File: src/rtl/core/rotation_matrix_to_quaternion_defines.svh
// ----------------------------------------------------------------------------
// Rotation matrix to quaternion: assertion macros
// Shared concurrent assertion helpers; they compile to nothing under SYNTH.
// ----------------------------------------------------------------------------
`ifndef ROTATION_MATRIX_TO_QUATERNION_DEFINES_SVH
`define ROTATION_MATRIX_TO_QUATERNION_DEFINES_SVH
`ifndef SYNTH
`define RMQ_ASSERT(lbl, clk, rstn, prop) \
  lbl: assert property (@(posedge clk) disable iff (!rstn) prop) \
    else $error("rmq: assertion failed");
`define RMQ_ASSERT_NEXT(lbl, clk, rstn, ante, cons) \
  lbl: assert property (@(posedge clk) disable iff (!rstn) (ante) |=> (cons)) \
    else $error("rmq: assertion failed");
`else
`define RMQ_ASSERT(lbl, clk, rstn, prop)
`define RMQ_ASSERT_NEXT(lbl, clk, rstn, ante, cons)
`endif
`endif

File: src/rtl/core/rmq_pkg.sv
// ----------------------------------------------------------------------------
// Rotation matrix to quaternion: package
// Widths, fixed-point constants and the types passed between the stages.
// ----------------------------------------------------------------------------
package rmq_pkg;
  localparam int FRAC_BITS = 14;
  localparam int DATA_W    = 16;
  localparam int VEC_W     = DATA_W + 2;
  localparam int NORM_W    = 30;
  localparam int SQ_W      = 2 * NORM_W + 2;
  localparam int ACC_W     = SQ_W + 1;
  localparam int ROOT_W    = SQ_W / 2;
  localparam int QUO_W     = FRAC_BITS + 1;
  localparam int NUM_W     = NORM_W + QUO_W + 1;
  localparam int DEN_W     = ROOT_W + 1;
  localparam int SH_W      = 5;

  localparam logic signed [VEC_W-1:0] ONE_V = VEC_W'(1) <<< FRAC_BITS;
  localparam logic [QUO_W-1:0]        ONE_Q = QUO_W'(1) << FRAC_BITS;

  typedef logic [3:0][VEC_W-1:0]  vec4_t;
  typedef logic [3:0][NORM_W-1:0] mag4_t;

  // Unnormalized quaternion (x, y, z, w) and the small-root flag.
  typedef struct packed {
    vec4_t v;
    logic  degen;
  } vec_t;
endpackage

File: src/rtl/core/rmq_fifo.sv
// ----------------------------------------------------------------------------
// Decoupling queue
// Small register queue between the front end and the normalizer.
// ----------------------------------------------------------------------------
`include "rotation_matrix_to_quaternion_defines.svh"
module rmq_fifo #(
  parameter int DEPTH = 4
) (
  input  logic            clk_i,
  input  logic            rst_ni,
  input  logic            push_i,
  input  rmq_pkg::vec_t   data_i,
  output logic            rdy_o,
  input  logic            pop_i,
  output logic            vld_o,
  output rmq_pkg::vec_t   data_o
);
  localparam int PW = (DEPTH > 1) ? $clog2(DEPTH) : 1;
  localparam int CW = $clog2(DEPTH + 1);

  rmq_pkg::vec_t  mem_q [DEPTH];
  logic [PW-1:0]  wr_q, rd_q;
  logic [CW-1:0]  cnt_q;
  logic           do_push, do_pop;

  assign rdy_o   = (cnt_q != CW'(DEPTH));
  assign vld_o   = (cnt_q != '0);
  assign data_o  = mem_q[rd_q];
  assign do_push = push_i && rdy_o;
  assign do_pop  = pop_i && vld_o;

  always_ff @(posedge clk_i or negedge rst_ni) begin
    if (!rst_ni) begin
      wr_q  <= '0;
      rd_q  <= '0;
      cnt_q <= '0;
    end else begin
      if (do_push) begin
        wr_q <= (wr_q == PW'(DEPTH - 1)) ? '0 : wr_q + 1'b1;
      end
      if (do_pop) begin
        rd_q <= (rd_q == PW'(DEPTH - 1)) ? '0 : rd_q + 1'b1;
      end
      if (do_push && !do_pop) begin
        cnt_q <= cnt_q + 1'b1;
      end else if (do_pop && !do_push) begin
        cnt_q <= cnt_q - 1'b1;
      end
    end
  end

  always_ff @(posedge clk_i) begin
    if (do_push) begin
      mem_q[wr_q] <= data_i;
    end
  end

  `RMQ_ASSERT(a_cnt_bound, clk_i, rst_ni, cnt_q <= CW'(DEPTH))
  `RMQ_ASSERT_NEXT(a_cnt_inc, clk_i, rst_ni, do_push && !do_pop, cnt_q == $past(cnt_q) + 1'b1)
  `RMQ_ASSERT_NEXT(a_cnt_dec, clk_i, rst_ni, do_pop && !do_push, cnt_q == $past(cnt_q) - 1'b1)
endmodule

File: config.mk
export PLATFORM = sky130hd
export DESIGN_NAME = rmq_fifo
export DESIGN_NICKNAME = d
export VERILOG_FILES = /design/src/rtl/core/rmq_pkg.sv /design/src/rtl/core/rmq_fifo.sv
export VERILOG_INCLUDE_DIRS = /design/src /design/src/rtl/core
export SDC_FILE = /design/constraint.sdc
export NUM_CORES = 1
export LEC_CHECK = 0
export BUFFER_PORTS_ARGS = -buffer_cell sky130_fd_sc_hd__buf_2
export CAP_MARGIN = 25
export CORE_ASPECT_RATIO = 1.1
export CORE_MARGIN = 2
export CORE_UTILIZATION = 35
export CTS_CLUSTER_SIZE = 14
export DETAILED_ROUTE_END_ITERATION = 6
export PLACE_DENSITY_LB_ADDON = 0.12
export SYNTH_ARGS = -nofsm -noshare
export SYNTH_HDL_FRONTEND = slang
export SYNTH_SLANG_ARGS = --single-unit
File: constraint.sdc
create_clock -name clk_i -period 3.32 [get_ports clk_i]
set_input_delay 0.498 -clock clk_i [delete_from_list [all_inputs] [get_ports clk_i]]
set_output_delay 0.498 -clock clk_i [all_outputs]
set_load 0.05 [all_outputs]
Yosys cells after proc, flatten, opt, wreduce, memory -nomap -nowiden
Memories as Yosys holds them, arrays and structs flattened.
Index checks and enable logic that the tools add are counted.

storage, ports and cells
  memories = 1
  word-level logic and storage cells = 25
  ROM bits = 0
  output and inout bits = 75
  bits in latches = 0
  bits in writable memories = 292
  input bits = 77
  register bits = 7

memories
  memory  depth  bits a word  read ports  clocked after memory_dff  wr ports  RTL line        source
  mem_q   4      73           1           0                         1         rmq_fifo.sv:21  rmq_pkg::vec_t mem_q [DEPTH];

operators by class
  shift-type cells = 0
  $lt $le $gt $ge = 0
  add/sub/neg operators = 4
  div/mod/pow operators = 0
  $mul = 0
  bitwise logic cells = 0
  multiplexer cells = 6
  reductions and logical operators = 8
  equality and inequality tests = 3

operator list
  cell                                                                 number
  3-bit 2-to-1 mux                                                     2
  2-bit by 1-bit adder with 2-bit output (second input constant)       2
  2-bit equality test (second input constant)                          2
  1-bit logical AND                                                    4
  2-bit 2-to-1 mux                                                     2
  3-bit by 1-bit adder with 3-bit output (second input constant)       1
  3-bit != test (second input constant)                                1
  3-bit nonzero test                                                   1
  3-bit by 1-bit subtractor with 3-bit output (second input constant)  1
  1-bit zero test                                                      2
  1-bit 2-to-1 mux                                                     2
  2-bit nonzero test                                                   1

Longest topological paths before layout
Gate-level depths: netlist of run 1.

  word-level depth = 6
  depth in mapped cells = 8
  depth with buffers taken out = 8

Least setup slack after synthesis of run 1
Ideal clock, no wire load.

  path type = reg-to-reg
  start point = reg cnt_q[1]
  end point = reg cnt_q[2]
  library setup time = 79 ps
  setup slack = 1028 ps
  clock period less this slack = 2292 ps
  required time = 3241 ps
  stages on the path, launching flop included = 9
  arrival = 2213 ps
  buffers on the path = 0
  cell sequence = dfrtp_1 > or3_2 > nand2_1 > ha_1 > inv_1 > fa_1 > xor2_1 > nor2_1 > xor2_1

between the ends
  longest elaborated chain between the ends = 5
  elaborated cells on any way between the ends = 13
  those cells by class = add/sub: 2; eq/ne: 1; mux: 2; reduce/logical: 8

ends and longest elaborated chain
  item                                                           RTL line        source
  start: declaration                                             rmq_fifo.sv:23  logic [CW-1:0] cnt_q;
  start signal: assignment                                       rmq_fifo.sv:45  cnt_q <= cnt_q + 1'b1;
  start signal: assignment                                       rmq_fifo.sv:47  cnt_q <= cnt_q - 1'b1;
  3-bit nonzero test *                                           rmq_fifo.sv:27  assign vld_o = (cnt_q != '0);
  named net vld_o                                                rmq_fifo.sv:15  output logic vld_o,
  1-bit logical AND *                                            rmq_fifo.sv:30  assign do_pop = pop_i && vld_o;
  1-bit zero test                                                rmq_fifo.sv:44  if (do_push && !do_pop) begin
  1-bit logical AND                                              rmq_fifo.sv:44
  3-bit 2-to-1 mux / 2-bit nonzero test (equally long branches)  -

Mark *: on every way through the listed nets, which the timed path passes. The rest lies on a longest branch. The select of a mux whose other input is x is not followed.
A chain may end at the register's enable or synchronous reset.

==> flow_summary.toml, run 1 <==
[logic_synthesis]
netlist_instances = 417
synth_top_cells_by_count = "292 x edfxtp_1, 73 x mux4_2, 7 x buf_2, 7 x dfrtp_1"
yosysWarningCount = 0
avgSynthCellArea_um2 = 26.3
synth_top_area_share = 0.801
syn_area_um2 = 10900
synth.distinct_cells = 19
ys_seq_area_frac = 0.817
synth_xor_area_frac = 0.00240
synth_ff_type = "edfxtp_1"
yosys.area_share.simple = 0.00663
synthAdderAreaFrac = 0.00869
syn-num-nets = 501
synthMuxAreaShare = 0.156
synth_top_family_by_area = "multiplexers"
synth_compound_area_frac = 0
synth_area_leaders = "edfxtp_1 80%, mux4_2 15%, dfrtp_1 1.6%"
async_flop_share = 0.0234
synth_seq_cells = 299
synth_most_common_cell = "edfxtp_1"
synth_top_area_cell = "edfxtp_1"
synth_edf_count = 292

[setup_path]
r2r_slack_ps = 1000
worstRegToRegCells = 8
rr_startpoint = "cnt_q[1]$_DFFE_PN0P_"
worstPathArrival_ps = 2490
path_max_fanout = 30
regToRegEndpoint = "cnt_q[2]$_DFFE_PN0P_"
cpPeakStageDelay_ps = 810
cp_data_required_time_ps = 2820
critical_path_class = "reg2out"
critical_path.cell_chain = "buf_4, mux4_2, buf_2"
start_kind = "flop"
crit_slowest_cell = "dfrtp_4"
cp-end-kind = "output port"
crit_start = "rd_q[0]$_DFFE_PN0P_"
cp-endpoint = "data_o[65]"

[power_and_ir_drop]
power_mw = 13.8
power_density_nw_per_um2 = 1040
leakage_nw = 4.51
vdd_drop_max_mv = 0.494

[route]
drc = 0
ant_nets = 0
vias_per_cell = 4.77
vias = 4935
detail_route.first_pass.iterations = 4
wl_per_cell_um = 20.7
drtIter0Drc = 252
wl_um = 21500

[floorplan]
core_area_um2 = 30600
die_w_um = 173
dieArea_um2 = 32700
start_util = 0.358
ioPinCount = 152
die_h_um = 189
row_count = 67

[sta]
max_freq_mhz = 335
period_share = 0.899
setup_viol = 0
whs_ps = 169
worst_pin_slew_ps = 626
skew_ps = 10.6
slew_headroom = 0.582
fin_crit_ps = 2990
fin_setup_tns_ps = 0
rsz0062_at_grt = "no"
timing.final.hold_violations = 0
slew_viol_final = 0

[finish]
seqCellArea_um2 = 8950
drive_above_1_share = 0.472
num_antenna_cells = 0
area_delta_synth_final_pct = 21.4
final_area_um2 = 13300
finish.utilization = 0.434
n_fill_cell = 2693
fin_nets = 681
multiInputGateArea_um2 = 1920

[job]
maxCapViolCount = 0

[place]
place_hpwl_um = 12600
port-buffer-count = 151
gp_congestion = 0.672
place_area_um2 = 12300

[global_route]
grt_max_degree = 42
grt_use_total = 0.133
grt_pass1_wl_um = 33100
antenna_found_initial = 3
first_global_vias = 5545
overflow = 0

[clock_network]
cts_tree = "done"
htree_levels = 1
cts_made_buffers = 31
clkSinkCount = 299
clk_latency_ps = 540
clock-root-buffer = "clkbuf_16"
clkTransAtPathRegs_ps = 60
clockBufferDepth = 3
cts_resized = 0

[hold_path]
hp-class = "in2reg"
hold_start = "data_i[65]"

[outcome]
status = "completed"
-- worst min path at each step --
stage | slack, ps | to | cells past startpoint
floorplan | 200 | cnt_q[0]$_DFFE_PN0P_ | 0
global placement | 340 | cnt_q[1]$_DFFE_PN0P_ | 1
detailed placement | 350 | cnt_q[0]$_DFFE_PN0P_ | 1
CTS | 140 | mem_q[1][14]$_DFFE_PP_ | 1
global route | 140 | mem_q[0][65]$_DFFE_PP_ | 1
finish | 170 | mem_q[0][65]$_DFFE_PP_ | 1
-- report_power, final --
part | internal (mW) | switching [mW]
clock network | 1.94 | 1.34
registers | 4.99 | 0.343
logic | 1.63 | 3.57
-- final cells by class --
class	count	area share
sequential	299	0.674
clock inverter	18	0.0122
timing repair buffer	163	0.0695
tap	414	0.0390
multi-input combinational	99	0.144
clock buffer	39	0.0606
inverter	3	0.000847
-- registers in the layout, summed over array words and instances (netlist names) --
name	count
rd_q	2
mem_q	292
wr_q	2
cnt_q	3
-- routing by layer --
layer	up-vias	share of wire	global-route usage
li1	2164	-	-
met1	2600	0.40	0.163
met2	122	0.52	0.233
met3	43	0.052	0.0319
met4	6	0.021	0.0375
met5	-	0.0020	0
-- worst max-delay path: cells and delay by family, from the launching register on --
family,cells,cell delay (ps)
buf+inv,2,580
flops,1,810
mux,1,540
-- cells in the final DEF (no fill, tap or decap) --
master | netlist | layout
edfxtp_1 | 292 | 292
buf_2 | 7 | 151
mux4_2 | 73 | 73
clkbuf_16 | 0 | 31
clkinv_2 | 0 | 9
clkbuf_1 | 3 | 8
ha_1 | 6 | 6
buf_12 | 0 | 6
clkinv_1 | 0 | 5
dfrtp_1 | 7 | 5
buf_4 | 6 | 5
and3_4 | 0 | 4
inv_1 | 3 | 3
mux2_2 | 3 | 3
nor2_1 | 3 | 3
bufinv_16 | 0 | 3
mux2_4 | 2 | 2
xor2_1 | 2 | 2
dfrtp_4 | 0 | 2
or3b_4 | 1 | 1
and2_4 | 1 | 1
or3_2 | 1 | 1
nand2_1 | 1 | 1
xnor2_1 | 1 | 1
fa_1 | 1 | 1
inv_6 | 0 | 1
dlygate4sd3_1 | 0 | 1
-- stage by stage --
| stage | cells | worst slack, ps |
|---|---|---|
| after detailed placement | 977 | 816 |
| after floorplan | 417 | 1030 |
| final | 1035 | 334 |
| after global placement | 977 | 822 |
| after global routing | 1035 | 149 |
| after CTS | 1035 | 218 |
-- cells by family after synthesis --
family,Yosys count
adder cells (fa/ha/maj),7
multiplexers,78
flip-flops,299
AND/OR/NAND/NOR,11
buffers and inverters,19
XOR/XNOR,3
-- timing repair --
action / 4_1_cts / 5_1_grt
hold endpoints to repair: 7 / 0
hold buffers: 1 / 0
setup buffers: 0 / 0
No activity file was read; power rests on OpenSTA's default activity.
==> run 2: changes to the inputs <==
- CORE_UTILIZATION: 35 -> 45
==> flow_summary.toml, run 2 (same netlist as run 1, synthesis figures left out) <==
[route]
drc = 0
drtIter0Drc = 241
wl_per_cell_um = 21.7
detail_route.first_pass.iterations = 4
ant_nets = 0
vias_per_cell = 5.40
wl_um = 19900
vias = 4970

[global_route]
grt_max_degree = 43
first_global_vias = 5507
grt_pass1_wl_um = 31100
antenna_found_initial = 2
overflow = 0
grt_use_total = 0.158

[clock_network]
clkSinkCount = 299
cts_made_buffers = 29
htree_levels = 1
holdBufCountCts = 1
clk_latency_ps = 540
cts_tree = "done"
cts_resized = 0
clockBufferDepth = 3
clock-root-buffer = "clkbuf_16"
cts_setup_buffers = 0
clkTransAtPathRegs_ps = 60

[finish]
num_antenna_cells = 0
reg_top3 = "mem_q (292), cnt_q (3)"
drive_above_1_share = 0.463
layout_commonest_cell = "edfxtp_1"
multiInputGateArea_um2 = 1920
fin_nets = 677
seqCellArea_um2 = 8950
largest_reg_flops = 292
area_delta_synth_final_pct = 19.5
final_cell_mix = "292 x edfxtp_1, 151 x buf_2, 73 x mux4_2"
n_fill_cell = 1835
final_area_um2 = 13100
regMostFlops = "mem_q"

[setup_path]
worstRegToRegCells = 8
worstPathArrival_ps = 2330
cp-end-kind = "output port"
regToRegEndpoint = "cnt_q[2]$_DFFE_PN0P_"
cpPeakStageDelay_ps = 580
rr_startpoint = "cnt_q[1]$_DFFE_PN0P_"
critical_path_class = "reg2out"
path_max_fanout = 42
crit_buf_inv = 2
start_kind = "flop"
crit_slowest_cell = "dfrtp_4"
r2r_slack_ps = 980
crit_family = "buffers and inverters"
critical_path.cell_chain = "buf_12, mux4_2, buf_2"
cp_data_required_time_ps = 2820

[sta]
whs_ps = 171
max_freq_mhz = 353
setup_viol = 0
timing.final.hold_violations = 0
skew_ps = 8.94
slew_headroom = 0.579
finalWorstSetupSlack_ps = 491
fin_setup_tns_ps = 0
slew_viol_final = 0
rsz0062_at_grt = "no"
period_share = 0.852
worst_pin_slew_ps = 631
fin_crit_ps = 2830

[floorplan]
dieArea_um2 = 25600
die_w_um = 153
core_area_um2 = 23800
die_h_um = 168
ioPinCount = 152
start_util = 0.461
row_count = 59

[job]
maxCapViolCount = 0

[hold_path]
hold_start = "data_i[49]"
hold_path_end = "mem_q[1][49]$_DFFE_PP_"
hp-class = "in2reg"
hold_depth = 1

[place]
pre_cts_slack_ps = 999
place_area_um2 = 12200
gp_congestion = 0.687
place_hpwl_um = 11700
port-buffer-count = 151

[power_and_ir_drop]
vdd_drop_max_mv = 0.830
leakage_nw = 4.46
power_density_nw_per_um2 = 1040

[outcome]
status = "completed"
run 2: cell count changes in the layout (fill, tap and decap cells not counted), sizes merged:
cell / previous run / this run
clkbuf: 39 / 43
buf: 162 / 160
clkinv: 14 / 7
bufinv: 3 / 2
run 2: worst max path at each step:
stage | from | endpoint | cells after the start
6_report | rd_q[0]$_DFFE_PN0P_ | data_o[21] | 3
5_1_grt | rd_q[0]$_DFFE_PN0P_ | data_o[16] | 3
4_1_cts | rd_q[0]$_DFFE_PN0P_ | data_o[16] | 3
3_3_place_gp | rd_q[0]$_DFFE_PN0P_ | data_o[16] | 3
2_1_floorplan | cnt_q[1]$_DFFE_PN0P_ | cnt_q[2]$_DFFE_PN0P_ | 8
3_5_place_dp | rd_q[0]$_DFFE_PN0P_ | data_o[16] | 3
run 2: layer usage:
metal,GRT usage,vias to the layer above,part of all wire
met1,0.213,2646,0.43
met3,0.0375,24,0.057
met2,0.264,136,0.50
met5,0,-,0.0015
met4,0.0374,4,0.013
li1,-,2160,-
run 2: report_power, final:
part           total [mW]  internal [mW]  switching [mW]
clock network        3.12           1.85            1.27
logic                5.25           1.61            3.64
registers            5.23           4.99           0.240
run 2: layout make-up:
| type | count | area share |
|---|---|---|
| Sequential cell | 299 | 0.684 |
| Timing Repair Buffer | 161 | 0.0694 |
| Clock buffer | 43 | 0.0625 |
| Multi-Input combinational cell | 99 | 0.146 |
| Clock inverter | 10 | 0.00746 |
| Tap cell | 305 | 0.0292 |
| Inverter | 3 | 0.000861 |
run 2: per-stage QoR:
stage / power (mW) / cells / utilization
2_1_floorplan: 9.35 / 417 / -
3_3_place_gp: 10.6 / 866 / 0.512
3_5_place_dp: 10.7 / 866 / 0.512
4_1_cts: 13.8 / 920 / 0.550
5_1_grt: 14.2 / 920 / 0.550
6_report: 13.6 / 920 / 0.550
