**config.mk**
```make
export PLATFORM = sky130hd
export DESIGN_NAME = rmq_front_flat
export DESIGN_NICKNAME = d
export VERILOG_FILES = /design/src/rtl/core/rotation_matrix_to_quaternion_defines.svh /design/src/rtl/core/rmq_pkg.sv /design/src/rtl/core/rmq_mat_if.sv /design/src/rtl/core/rmq_front.sv /design/src/flat_wrapper.sv
export SDC_FILE = /design/constraint.sdc
export NUM_CORES = 1
export LEC_CHECK = 0
export BUFFER_PORTS_ARGS = -buffer_cell sky130_fd_sc_hd__buf_2
export CORE_MARGIN = 2
export CORE_UTILIZATION = 60
export CTS_BUF_LIST = sky130_fd_sc_hd__clkbuf_8
export DETAILED_ROUTE_END_ITERATION = 12
export GPL_TIMING_DRIVEN = 0
export PLACE_DENSITY = 0.83
export SYNTH_ARGS = -nofsm -noshare
export SYNTH_HDL_FRONTEND = slang
export SYNTH_SLANG_ARGS = --single-unit
```
**constraint.sdc**
```tcl
create_clock -name clk_i -period 3.7 [get_ports clk_i]
set_clock_uncertainty 0.15 [all_clocks]
set_input_delay 0.74 -clock clk_i [delete_from_list [all_inputs] [get_ports clk_i]]
set_output_delay 0.74 -clock clk_i [all_outputs]
set_load 0.005 [all_outputs]
```
**src/rtl/core/rotation_matrix_to_quaternion_defines.svh**
```systemverilog
// ----------------------------------------------------------------------------
// Rotation matrix to quaternion: assertion macros
// Shared concurrent assertion helpers; they compile to nothing under SYNTH.
// ----------------------------------------------------------------------------
`ifndef ROTATION_MATRIX_TO_QUATERNION_DEFINES_SVH
`define ROTATION_MATRIX_TO_QUATERNION_DEFINES_SVH
`ifndef SYNTH
`define RMQ_ASSERT(lbl, clk, rstn, prop) \
  lbl: assert property (@(posedge clk) disable iff (!rstn) prop) \
    else $error("rmq: assertion failed");
`define RMQ_ASSERT_NEXT(lbl, clk, rstn, ante, cons) \
  lbl: assert property (@(posedge clk) disable iff (!rstn) (ante) |=> (cons)) \
    else $error("rmq: assertion failed");
`else
`define RMQ_ASSERT(lbl, clk, rstn, prop)
`define RMQ_ASSERT_NEXT(lbl, clk, rstn, ante, cons)
`endif
`endif

```
**src/rtl/core/rmq_pkg.sv**
```systemverilog
// ----------------------------------------------------------------------------
// Rotation matrix to quaternion: package
// Widths, fixed-point constants and the types passed between the stages.
// ----------------------------------------------------------------------------
package rmq_pkg;
  localparam int FRAC_BITS = 14;
  localparam int DATA_W    = 16;
  localparam int VEC_W     = DATA_W + 2;
  localparam int NORM_W    = 30;
  localparam int SQ_W      = 2 * NORM_W + 2;
  localparam int ACC_W     = SQ_W + 1;
  localparam int ROOT_W    = SQ_W / 2;
  localparam int QUO_W     = FRAC_BITS + 1;
  localparam int NUM_W     = NORM_W + QUO_W + 1;
  localparam int DEN_W     = ROOT_W + 1;
  localparam int SH_W      = 5;

  localparam logic signed [VEC_W-1:0] ONE_V = VEC_W'(1) <<< FRAC_BITS;
  localparam logic [QUO_W-1:0]        ONE_Q = QUO_W'(1) << FRAC_BITS;

  typedef logic [3:0][VEC_W-1:0]  vec4_t;
  typedef logic [3:0][NORM_W-1:0] mag4_t;

  // Unnormalized quaternion (x, y, z, w) and the small-root flag.
  typedef struct packed {
    vec4_t v;
    logic  degen;
  } vec_t;
endpackage

```
**src/rtl/core/rmq_mat_if.sv**
```systemverilog
// ----------------------------------------------------------------------------
// Matrix channel
// Valid/ready channel carrying the nine Q1.14 matrix elements.
// ----------------------------------------------------------------------------
interface rmq_mat_if;
  logic                               valid;
  logic                               ready;
  logic signed [rmq_pkg::DATA_W-1:0]  e00, e01, e02, e10, e11, e12, e20, e21, e22;

  modport source (output valid, e00, e01, e02, e10, e11, e12, e20, e21, e22,
                  input ready);
  modport sink (input valid, e00, e01, e02, e10, e11, e12, e20, e21, e22,
                output ready);
endinterface

```
**src/rtl/core/rmq_front.sv**
```systemverilog
// ----------------------------------------------------------------------------
// Front end
// Picks the leading component and forms the unnormalized quaternion.
// ----------------------------------------------------------------------------
module rmq_front (
  input  logic            clk_i,
  input  logic            rst_ni,
  rmq_mat_if.sink         mat_i,
  output logic            push_o,
  output rmq_pkg::vec_t   vec_o,
  input  logic            push_rdy_i
);
  localparam int VW = rmq_pkg::VEC_W;

  logic signed [VW-1:0] m00, m01, m02, m10, m11, m12, m20, m21, m22, tr;
  rmq_pkg::vec_t        vec_d, vec_q;
  logic                 vld_q, vld_d, acc;
  logic signed [VW-1:0] s;

  assign m00 = VW'(mat_i.e00);
  assign m01 = VW'(mat_i.e01);
  assign m02 = VW'(mat_i.e02);
  assign m10 = VW'(mat_i.e10);
  assign m11 = VW'(mat_i.e11);
  assign m12 = VW'(mat_i.e12);
  assign m20 = VW'(mat_i.e20);
  assign m21 = VW'(mat_i.e21);
  assign m22 = VW'(mat_i.e22);
  assign tr  = m00 + m11 + m22;

  always_comb begin
    s = '0;
    vec_d.v = '0;
    if (tr > 0) begin
      s = tr + rmq_pkg::ONE_V;
      vec_d.v[3] = s;
      vec_d.v[0] = m12 - m21;
      vec_d.v[1] = m20 - m02;
      vec_d.v[2] = m01 - m10;
    end else if (m22 > m11 && m22 > m00 || m22 > m00 && !(m11 > m00)) begin
      s = m22 - m00 - m11 + rmq_pkg::ONE_V;
      vec_d.v[2] = s;
      vec_d.v[3] = m01 - m10;
      vec_d.v[0] = m20 + m02;
      vec_d.v[1] = m21 + m12;
    end else if (m11 > m00) begin
      s = m11 - m22 - m00 + rmq_pkg::ONE_V;
      vec_d.v[1] = s;
      vec_d.v[3] = m20 - m02;
      vec_d.v[2] = m12 + m21;
      vec_d.v[0] = m10 + m01;
    end else begin
      s = m00 - m11 - m22 + rmq_pkg::ONE_V;
      vec_d.v[0] = s;
      vec_d.v[3] = m12 - m21;
      vec_d.v[1] = m01 + m10;
      vec_d.v[2] = m02 + m20;
    end
    vec_d.degen = (s < 1);
  end

  assign mat_i.ready = !vld_q || push_rdy_i;
  assign acc         = mat_i.valid && mat_i.ready;
  assign push_o      = vld_q;
  assign vec_o       = vec_q;
  assign vld_d       = acc || (vld_q && !push_rdy_i);

  always_ff @(posedge clk_i or negedge rst_ni) begin
    if (!rst_ni) begin
      vld_q <= 1'b0;
    end else begin
      vld_q <= vld_d;
    end
  end

  always_ff @(posedge clk_i) begin
    if (acc) begin
      vec_q <= vec_d;
    end
  end
endmodule

```
**src/flat_wrapper.sv**
```systemverilog
// flat-port wrapper written by rule: the top's interface ports become plain ports
module rmq_front_flat 
  (clk_i, rst_ni, push_o, vec_o, push_rdy_i, mat_i_valid, mat_i_e00, mat_i_e01, mat_i_e02, mat_i_e10, mat_i_e11, mat_i_e12, mat_i_e20, mat_i_e21, mat_i_e22, mat_i_ready);
  rmq_mat_if mat_i_i ();
  input  logic clk_i;
  input  logic rst_ni;
  output logic push_o;
  output rmq_pkg::vec_t vec_o;
  input  logic push_rdy_i;
  input wire logic [$bits(mat_i_i.valid)-1:0] mat_i_valid;
  input wire logic [$bits(mat_i_i.e00)-1:0] mat_i_e00;
  input wire logic [$bits(mat_i_i.e01)-1:0] mat_i_e01;
  input wire logic [$bits(mat_i_i.e02)-1:0] mat_i_e02;
  input wire logic [$bits(mat_i_i.e10)-1:0] mat_i_e10;
  input wire logic [$bits(mat_i_i.e11)-1:0] mat_i_e11;
  input wire logic [$bits(mat_i_i.e12)-1:0] mat_i_e12;
  input wire logic [$bits(mat_i_i.e20)-1:0] mat_i_e20;
  input wire logic [$bits(mat_i_i.e21)-1:0] mat_i_e21;
  input wire logic [$bits(mat_i_i.e22)-1:0] mat_i_e22;
  output wire logic [$bits(mat_i_i.ready)-1:0] mat_i_ready;
  assign mat_i_i.valid = mat_i_valid;
  assign mat_i_i.e00 = mat_i_e00;
  assign mat_i_i.e01 = mat_i_e01;
  assign mat_i_i.e02 = mat_i_e02;
  assign mat_i_i.e10 = mat_i_e10;
  assign mat_i_i.e11 = mat_i_e11;
  assign mat_i_i.e12 = mat_i_e12;
  assign mat_i_i.e20 = mat_i_e20;
  assign mat_i_i.e21 = mat_i_e21;
  assign mat_i_i.e22 = mat_i_e22;
  assign mat_i_ready = mat_i_i.ready;
  rmq_front u_core (.clk_i(clk_i), .rst_ni(rst_ni), .mat_i(mat_i_i), .push_o(push_o), .vec_o(vec_o), .push_rdy_i(push_rdy_i));
endmodule
```
* Yosys cells after proc, flatten, opt, wreduce, memory -nomap -nowiden
Cells that the tools add are included.
Word-level totals: bits in registers 74, input bits 148, word-level logic and storage cells 45
Operators by class: $lt $le $gt $ge 5, reductions and logical operators 10, multiplexer cells 6, $add $sub $neg 18
Operator list (number):
- 2-to-1 mux 72 bit | 3
- subtractor 16 x 16 -> 17 bit | 6
- adder 18 x 16 -> 18 bit (second input constant) | 4
- adder 16 x 16 -> 17 bit | 4
- 2-to-1 mux 18 bit | 3
- subtractor 17 x 16 -> 18 bit | 3
- greater-than comparator 16 bit | 3
- adder 17 x 16 -> 18 bit | 1
- greater-than comparator 18 x 1 -> 1 bit (second input constant) | 1
- less-than comparator 18 x 2 -> 1 bit (second input constant) | 1
- logical AND 1 bit | 4
- zero test 1 bit | 3
- logical OR 1 bit | 3

* Logic depth before layout (Yosys ltp)
Gate-level depths: netlist of run 1.
word-level depth 7, mapped depth 18

* Worst setup path before layout of run 1
No wires, ideal clock.
path type input port to flip-flop, start in mat_i_e22[2], end reg u_core.vec_q (netlist bit u_core.vec_o[41]) (data pin), stages 16, required time 3288 ps, data arrival time 4279 ps, path slack -992 ps, path buffers 2, cells stage by stage fa_1 ha_1 a21o_1 and3_1 o311ai_4 a21oi_2 a221oi_4 o21bai_1 a21o_1 xor2_1 inv_1 ha_1 a31o_1 buf_4 buf_4 mux2_1
RTL lines:
- start, declared | RTL line flat_wrapper.sv:19 | input wire logic [$bits(mat_i_i.e22)-1:0] mat_i_e22;
- end signal, assigned | RTL line rmq_front.sv:78 | vec_q <= vec_d;
- end, declared | RTL line rmq_front.sv:16 | rmq_pkg::vec_t vec_d, vec_q;

==> impl_metrics.env, run 1 <==
export IMPL_syn_inst=1886
export IMPL_yosys_area_top_type="ha_1"
export IMPL_route_detailed_drc=0
export IMPL_fmax_ghz=0.2106
export IMPL_hp_class="flop to flop"
export IMPL_ctsHtreeMaxLevel=3
export IMPL_routabilityCongestion=0.9934
export IMPL_syn_area_um2=15630
export IMPL_cts_inserted_buffers=9
export IMPL_finalSetupViolCount=73
export IMPL_avgRoutedWirePerCell_um=23.02
export IMPL_start_util=0.6051
export IMPL_cts_buffer_depth=2
export IMPL_synthTopCellsByCount="295 x ha_1, 204 x inv_1, 161 x nor2_1"
export IMPL_dieArea_um2=27360
export IMPL_portBuffers=222
export IMPL_clk_root_buffer_cell="clkbuf_8"
export IMPL_area_growth_pct=23.51
export IMPL_critPathBufInv=5
export IMPL_violations="negative setup slack"
export IMPL_grt_pass1_wl_um=82770
export IMPL_design_area_um2=19310
export IMPL_end_kind="flop"
export IMPL_tritoncts="done"
export IMPL_crit_slowest_cell="fa_1"
export IMPL_whs_ns=0.3975
export IMPL_grt_pass1_vias=15060
export IMPL_wirelength_um=58000
export IMPL_drive_above_1_share=0.2389
export IMPL_critPathTopFamily="compound AO/OA/AOI/OAI gates"
export IMPL_report_final_slew_viol_count=0
export IMPL_setup_slack_ns=-1.048
export IMPL_setup_tns_ns=-67.85
export IMPL_ys_ff_latch=74
export IMPL_power_total_mw=8.457
export IMPL_finalCriticalPeriod_ns=4.748
export IMPL_path_depth=17
export IMPL_io_pins=223
export IMPL_crit_chain="clkbuf_4 -> fa_1 -> ha_1 -> o21ai_0 -> nor3_2 -> o311ai_4 -> buf_4 -> buf_4 -> o21ba_2 -> o31ai_2 -> nand4b_1 -> nor4_4 -> a31oi_4 -> buf_6 -> clkbuf_16 -> a31oi_1 -> a2bb2oi_1"
export IMPL_async_reset_ff_frac=0.01351
export IMPL_cp_arrival_ns=4.71
export IMPL_first_pass_iters=6
export IMPL_fin_crit_sh=1.283
export IMPL_hold_path_cell_count=2
export IMPL_core_um2=25840
export IMPL_path_max_fanout=5
export IMPL_num_vias=16170
export IMPL_grt_max_degree=74
export IMPL_antenna_found_initial=2
export IMPL_clock_latency_ns=0.38
export IMPL_required_ns=3.66
export IMPL_ff2ff_path_depth=2
export IMPL_overflow=0
export IMPL_clk_pin_slew_ns=0.09
export IMPL_fp_row_count=59
export IMPL_ys_flop_type="edfxtp_1"
export IMPL_antenna_cells=0
export IMPL_hpwl_um=43930
export IMPL_syn_nets=2406
export IMPL_synth_edf_count=73
export IMPL_tightest_slew_ns=1.185
export IMPL_die_h_um=165.4
export IMPL_nets=2700
export IMPL_worst_path_most_repeated_cell="buf_4"
export IMPL_grtUsageTotal=0.4009
export IMPL_p_leak_nw=8.891
export IMPL_die_w_um=165.4
export IMPL_synth_area_leaders="ha_1 24%, edfxtp_1 14%, fa_1 9.9%, xnor2_1 5.1%, a21oi_1 5.1%"
export IMPL_peakVddDrop_mv=0.2658
export IMPL_slew_headroom=0.1988
export IMPL_synth_top_area_frac=0.2361
export IMPL_power_density_nw_per_um2=438.0
export IMPL_worstSetupPathType="input pin to flop"
export IMPL_hold_viol=0
export IMPL_rsz0062_at_grt="true"
export IMPL_max_cap_viol_count=0
export IMPL_drt_iter0_drc=2014
export IMPL_ys_seq_area_frac=0.1418
export IMPL_viasPerCell=6.415
export IMPL_avgSynthCellArea_um2=8.289
export IMPL_status="finished, violations left"
export IMPL_drtAntennaViolNets=0
export IMPL_ys_warn_count=0
export IMPL_yosys_cell_count_top_type="ha_1"
export IMPL_synth_cell_types=82
export IMPL_critPathLaunchType="input pin"
export IMPL_max_stage_delay_ns=0.55
export IMPL_cts_sinks=74
export IMPL_post_dp_cell_area_um2=17250
[worst paths after layout]
path	end	slack, ns	startpoint
min in group asynchronous	u_core.push_o$_DFF_PN0_	0.50	rst_ni
hold / removal	u_core.push_o$_DFF_PN0_	0.40	u_core.push_o$_DFF_PN0_
setup reg to reg	u_core.vec_o[42]$_DFFE_PP_	1.83	u_core.push_o$_DFF_PN0_
max in group asynchronous	u_core.push_o$_DFF_PN0_	2.81	rst_ni
hold reg to reg	u_core.push_o$_DFF_PN0_	0.40	u_core.push_o$_DFF_PN0_
setup / recovery	u_core.vec_o[50]$_DFFE_PP_	-1.05	mat_i_e22[3]
[placed cells by master (no fill, tap or decap), types with 47 or more instances in the layout]
| cell | count |
|---|---|
| ha_1 | 285 |
| buf_2 | 222 |
| inv_1 | 194 |
| nor2_1 | 143 |
| a21oi_1 | 137 |
| nand2_1 | 119 |
| xnor2_1 | 87 |
| o21ai_0 | 79 |
| edfxtp_1 | 73 |
| fa_1 | 71 |
| buf_4 | 47 |
[worst register-to-register path: cells and delay by family, from the launching register on]
kind / cells / cell delay (ns)
flip-flops: 1 / 0.39
AND/OR/NAND/NOR: 2 / 0.91
[final cells by class]
type,instances,area (um2)
well taps,335,419.2
multi-input cells,1537,13370
clock buffers,9,123.9
inverters,205,788.3
fillers,1946,6529
plain buffers,68,484.2
flip-flops and latches,74,2217
clock inverters,7,93.84
repair buffers,285,1814
[metal layers]
metal | global-route usage | up-vias | share of wire
met5 | 0 | - | 0
li1 | - | 7186 | -
met3 | 0.06294 | 238 | 0.11
met2 | 0.6506 | 1106 | 0.44
met4 | 0.1493 | 0 | 0.051
met1 | 0.5408 | 7636 | 0.40
[registers in the layout, summed over array words and instances (netlist names)]
signal,cells
u_core.push_o,1
u_core.vec_o,73
[where the power goes]
| part | leakage (nW) | switching [mW] | internal [mW] |
|---|---|---|---|
| logic | 8.08 | 3.84 | 2.61 |
| clock network | 0.111 | 0.363 | 0.380 |
| registers | 0.704 | 0.0614 | 1.20 |
| total | 8.89 | 4.27 | 4.19 |
[cells by family (layout without fill, tap and decap cells)]
| group | Yosys count | in the layout | synth area share |
|---|---|---|---|
| AND/OR/NAND/NOR | 494 | 494 | 0.1512 |
| AO/OA/AOI/OAI | 523 | 523 | 0.2186 |
| flip-flops | 74 | 74 | 0.1418 |
| multiplexers | 24 | 24 | 0.01569 |
| buffers and inverters | 275 | 574 | 0.06859 |
| XOR/XNOR | 124 | 124 | 0.06947 |
| adder cells (fa/ha/maj) | 372 | 372 | 0.3347 |
[per-stage QoR]
| stage | setup WS, ns | utilization | std cells |
|---|---|---|---|
| 2_1_floorplan | -0.7384 | - | 1886 |
| 3_3_place_gp | -2.423 | 0.6677 | 2443 |
| 3_5_place_dp | -2.367 | 0.6678 | 2443 |
| 4_1_cts | -0.8979 | 0.7221 | 2504 |
| 5_1_grt | -1.077 | 0.7473 | 2520 |
| 6_report | -1.048 | 0.7473 | 2520 |
[what timing repair did]
item | in CTS | in global routing
gates cloned | 3 | 5
resized for setup | 190 | 114
endpoints found under the setup margin | 73 | 73
endpoints found under the hold margin | 1 | 0
hold buffers | 1 | 0
pin swaps | 45 | 50
setup buffers | 41 | 14
(Power assumes the default switching activity.)
==> run 2, diff against run 1 <==
CORE_UTILIZATION = 49   (was 60)
PLACE_DENSITY = 0.7   (was 0.83)
==> impl_metrics.env, run 2 (synthesis gave the netlist of run 1 again) <==
export IMPL_largest_reg_flops=73
export IMPL_cp_arrival_ns=4.71
export IMPL_drt_iter0_drc=1525
export IMPL_report_final_slew_viol_count=0
export IMPL_antenna_found_initial=2
export IMPL_core_um2=31470
export IMPL_tightest_slew_ns=1.141
export IMPL_pre_cts_slack_ns=-2.476
export IMPL_antenna_cells=0
export IMPL_grt_pass1_wl_um=85040
export IMPL_num_vias=15520
export IMPL_hp_class="flop to flop"
export IMPL_viasPerCell=5.955
export IMPL_fp_row_count=65
export IMPL_violations="negative setup slack"
export IMPL_cts_sinks=74
export IMPL_final_common_cell="ha_1"
export IMPL_avgRoutedWirePerCell_um=22.40
export IMPL_peakVddDrop_mv=0.2557
export IMPL_cts_inserted_buffers=9
export IMPL_end_kind="flop"
export IMPL_overflow=0
export IMPL_layout_common_cells="284 x ha_1, 221 x buf_2, 195 x inv_1, 143 x nor2_1, 125 x a21oi_1"
export IMPL_met3WireLength_um=5519
export IMPL_route_detailed_drc=0
export IMPL_postLayoutCoreUtil=0.6362
export IMPL_routabilityCongestion=0.9462
export IMPL_grtUsageTotal=0.3355
export IMPL_portBuffers=222
export IMPL_fmax_ghz=0.2105
export IMPL_die_h_um=182.6
export IMPL_finalSetupViolCount=73
export IMPL_highest_layer="met4"
export IMPL_status="finished, violations left"
export IMPL_drtAntennaViolNets=0
export IMPL_clk_pin_slew_ns=0.08
export IMPL_worstSetupPathType="input pin to flop"
export IMPL_power_total_mw=8.733
export IMPL_design_area_um2=20020
export IMPL_area_growth_pct=28.08
export IMPL_nFillCells=2664
export IMPL_wl_met2_um=26350
export IMPL_start_util=0.4967
export IMPL_dieArea_um2=33350
export IMPL_power_density_nw_per_um2=436.1
export IMPL_hold_viol=0
export IMPL_clk_root_buffer_cell="clkbuf_8"
export IMPL_grt_pass1_vias=14800
export IMPL_first_pass_iters=5
export IMPL_required_ns=3.66
export IMPL_grt_max_degree=46
export IMPL_rsz0062_at_grt="true"
export IMPL_finalCriticalPeriod_ns=4.750
export IMPL_cts_buffer_depth=2
export IMPL_p_leak_nw=9.122
export IMPL_tritoncts="done"
export IMPL_ctsHtreeMaxLevel=3
export IMPL_max_cap_viol_count=0
export IMPL_post_dp_cell_area_um2=17370
export IMPL_wirelength_um=58370
export IMPL_path_max_fanout=7
export IMPL_wl_met1_um=24400
export IMPL_slew_headroom=0.2286
export IMPL_regToRegSetupSlack_ns=1.91
export IMPL_hpwl_um=44980
export IMPL_io_pins=223
export IMPL_nets=2719
export IMPL_critPathLaunchType="input pin"
export IMPL_drive_above_1_share=0.2527
export IMPL_setup_slack_ns=-1.050
export IMPL_die_w_um=182.6
export IMPL_setup_tns_ns=-69.54
export IMPL_clock_latency_ns=0.38
export IMPL_fin_crit_sh=1.284
==> run 2: repair_timing <==
item / in CTS / in global routing
hold buffers: 1 / 0
endpoints found under the setup margin: 73 / 73
buffers inserted: 51 / 22
gates resized for setup: 256 / 118
pin swaps: 43 / 44
gates cloned: 3 / 8
endpoints found under the hold margin: 1 / 0
==> run 2: final timing paths <==
check                                        startpoint                         end  cells past startpoint
worst min register to register  u_core.push_o$_DFF_PN0_     u_core.push_o$_DFF_PN0_                      2
max in group asynchronous                        rst_ni     u_core.push_o$_DFF_PN0_                      2
worst min-delay path            u_core.push_o$_DFF_PN0_     u_core.push_o$_DFF_PN0_                      2
worst max-delay path                       mat_i_e00[2]   u_core.vec_o[0]$_DFFE_PP_                     20
worst max register to register  u_core.push_o$_DFF_PN0_  u_core.vec_o[40]$_DFFE_PP_                      3
min in group asynchronous                        rst_ni     u_core.push_o$_DFF_PN0_                      2
==> run 2: power by group <==
part / switching (mW) / internal [mW]
registers: 0.0428 / 1.20
logic: 4.04 / 2.85
clock network: 0.366 / 0.233
==> run 2: area by class of cell <==
cell class	count	area, um2	share of cell area
tap	402	503.0	0.02512
buffer	68	505.5	0.02525
multi-input combinational	1537	13650	0.6815
clock inverter	7	31.28	0.001562
timing repair buffer	304	2206	0.1102
sequential	74	2217	0.1107
inverter	205	790.8	0.03949
clock buffer	9	123.9	0.006186
==> run 2: stage by stage <==
stage / hold slack [ns] / instances
2_1_floorplan: 0.2944 / 1886
4_1_cts: 0.4199 / 2582
3_3_place_gp: 0.3543 / 2510
3_5_place_dp: 0.3681 / 2511
6_report: 0.4274 / 2606
5_1_grt: 0.4628 / 2606
==> run 2: layer usage <==
metal	up-vias	global-route usage
li1	7231	-
met1	7361	0.4491
met2	791	0.5402
met3	136	0.06805
met4	0	0.1145
met5	-	0
==> run 2: worst max-delay path: stages <==
cell      delay (ns)
buf_8           0.10
fa_2            0.64
buf_12          0.13
ha_4            0.19
a21o_1          0.18
and3_4          0.20
o311ai_4        0.36
a21oi_4         0.13
a221oi_4        0.30
o21bai_1        0.12
a21o_1          0.19
xor2_2          0.25
inv_2           0.09
ha_4            0.19
a31o_1          0.21
buf_12          0.16
buf_12          0.15
buf_12          0.12
a31oi_4         0.15
a32oi_1         0.09
==> run 3, diff against run 2 <==
MAX_ROUTING_LAYER = met4   (was default)
==> impl_metrics.env, run 3 (synthesis gave the netlist of run 1 again) <==
export IMPL_hpwl_um=44960
export IMPL_io_pins=223
export IMPL_viasPerCell=5.973
export IMPL_power_density_nw_per_um2=437.6
export IMPL_routabilityCongestion=0.9636
export IMPL_postLayoutCoreUtil=0.6310
export IMPL_hp_class="flop to flop"
export IMPL_regToRegSetupSlack_ns=1.97
export IMPL_end_kind="flop"
export IMPL_report_final_slew_viol_count=0
export IMPL_tritoncts="done"
export IMPL_fin_crit_sh=1.289
export IMPL_slew_headroom=0.2533
export IMPL_path_max_fanout=7
export IMPL_overflow=0
export IMPL_met1_usage=0.4471
export IMPL_finalCriticalPeriod_ns=4.769
export IMPL_whs_ns=0.4153
export IMPL_avgRoutedWirePerCell_um=22.15
export IMPL_worstSetupPathType="input pin to flop"
export IMPL_hold_start="u_core.push_o$_DFF_PN0_"
export IMPL_cts_sinks=74
export IMPL_use_met2=0.5291
export IMPL_drt_iter0_drc=1485
export IMPL_nets=2713
export IMPL_reg2reg_from="u_core.push_o$_DFF_PN0_"
export IMPL_die_h_um=182.6
export IMPL_setup_slack_ns=-1.069
export IMPL_grtUsageTotal=0.3397
export IMPL_route_detailed_drc=0
export IMPL_layout_common_cells="281 x ha_1, 223 x buf_2, 191 x inv_1, 143 x nor2_1, 125 x a21oi_1"
export IMPL_num_vias=15540
export IMPL_use_met3=0.05867
export IMPL_final_common_cell="ha_1"
export IMPL_dieArea_um2=33350
export IMPL_hold_viol=0
export IMPL_status="finished, violations left"
export IMPL_seq_area_um2=2217
export IMPL_start_util=0.4967
export IMPL_multi_input_area_um2=13550
export IMPL_gr_max_usage_layer="met2"
export IMPL_violations="negative setup slack"
export IMPL_die_w_um=182.6
export IMPL_grt_pass1_wl_um=83290
export IMPL_clk_pin_slew_ns=0.09
export IMPL_clock_latency_ns=0.39
export IMPL_antenna_found_initial=2
export IMPL_critPathLaunchType="input pin"
export IMPL_largest_reg_flops=73
export IMPL_portBuffers=222
export IMPL_drive_above_1_share=0.2520
export IMPL_tightest_slew_ns=1.104
export IMPL_drtAntennaViolNets=0
export IMPL_p_leak_nw=9.049
export IMPL_cts_inserted_buffers=9
export IMPL_peakVddDrop_mv=0.2613
export IMPL_clk_root_buffer_cell="clkbuf_8"
export IMPL_fp_row_count=65
export IMPL_max_cap_viol_count=0
export IMPL_cp_arrival_ns=4.79
export IMPL_core_um2=31470
export IMPL_nFillCells=2730
export IMPL_fmax_ghz=0.2097
export IMPL_setup_tns_ns=-68.48
export IMPL_cts_buffer_depth=2
export IMPL_cp_startpoint="mat_i_e00[2]"
export IMPL_required_ns=3.72
export IMPL_grt_max_degree=48
export IMPL_first_pass_iters=8
export IMPL_finalSetupViolCount=73
export IMPL_grt_pass1_vias=14670
export IMPL_rsz0062_at_grt="true"
export IMPL_area_growth_pct=27.04
export IMPL_ctsHtreeMaxLevel=3
export IMPL_wirelength_um=57630
-- run 3: cell count changes in the layout (fill, tap and decap cells not counted), sizes merged --
cell    previous run  this run
buf              321       311
bufinv             0         2
clkbuf            59        63
diode              0         2
inv              203       201
-- run 3: repair_timing --
action,in CTS,in global routing
setup endpoints to repair,73,73
resized for setup,182,177
buffers inserted,34,31
hold buffers,1,0
cloned,2,9
pin swaps,28,57
hold endpoints to repair,1,0
-- run 3: per-stage QoR --
stage	setup slack [ns]	total power [mW]	std cells	cell area, um2
floorplan	-0.7384	4.486	1886	15720
global placement	-2.492	6.130	2510	17340
detailed placement	-2.515	6.173	2511	17370
CTS	-0.8410	7.626	2564	18630
global route	-1.204	9.133	2601	19860
finish	-1.069	8.692	2602	19860
-- run 3: area by class of cell --
cell class / instances / share of cell area
clock buffer: 9 / 0.006237
inverter: 205 / 0.03981
buffer: 68 / 0.02488
timing repair buffer: 298 / 0.1045
sequential: 74 / 0.1116
antenna: 2 / 0.0002520
clock inverter: 7 / 0.005166
multi-input combinational: 1537 / 0.6822
tap: 402 / 0.02532
-- run 3: final timing paths --
check / end / depth (start not counted)
hold reg to reg: u_core.push_o$_DFF_PN0_ / 2
min in group asynchronous: u_core.push_o$_DFF_PN0_ / 2
setup reg to reg: u_core.vec_o[42]$_DFFE_PP_ / 3
max in group asynchronous: u_core.push_o$_DFF_PN0_ / 2
hold / removal: u_core.push_o$_DFF_PN0_ / 2
setup / recovery: u_core.vec_o[64]$_DFFE_PP_ / 18
-- run 3: worst max-delay path, cell delays in order --
cell and delay, ns:
buf_8 0.10, fa_2 0.67, buf_6 0.13, buf_6 0.09, inv_4 0.02, fa_2 0.36, nor2b_4 0.16, nor3_4 0.07
or3_4 0.42, a21boi_4 0.20, o2111ai_1 0.12, nand4b_1 0.36, nor4_4 0.35, a31oi_4 0.25, buf_12 0.23, buf_8 0.13
a211o_1 0.25, o31ai_2 0.12
-- run 3: power by group --
part | internal, mW | switching, mW
clock | 0.386 | 0.376
sequential | 1.20 | 0.0458
combinational | 2.77 | 3.92
total | 4.35 | 4.34
-- run 3: routing by layer --
metal | routed length [um] | vias up
met2 | 25790 | 747
met3 | 5030 | 146
met4 | 2192 | 0
met1 | 24610 | 7429
li1 | - | 7220
met5 | 0 | -
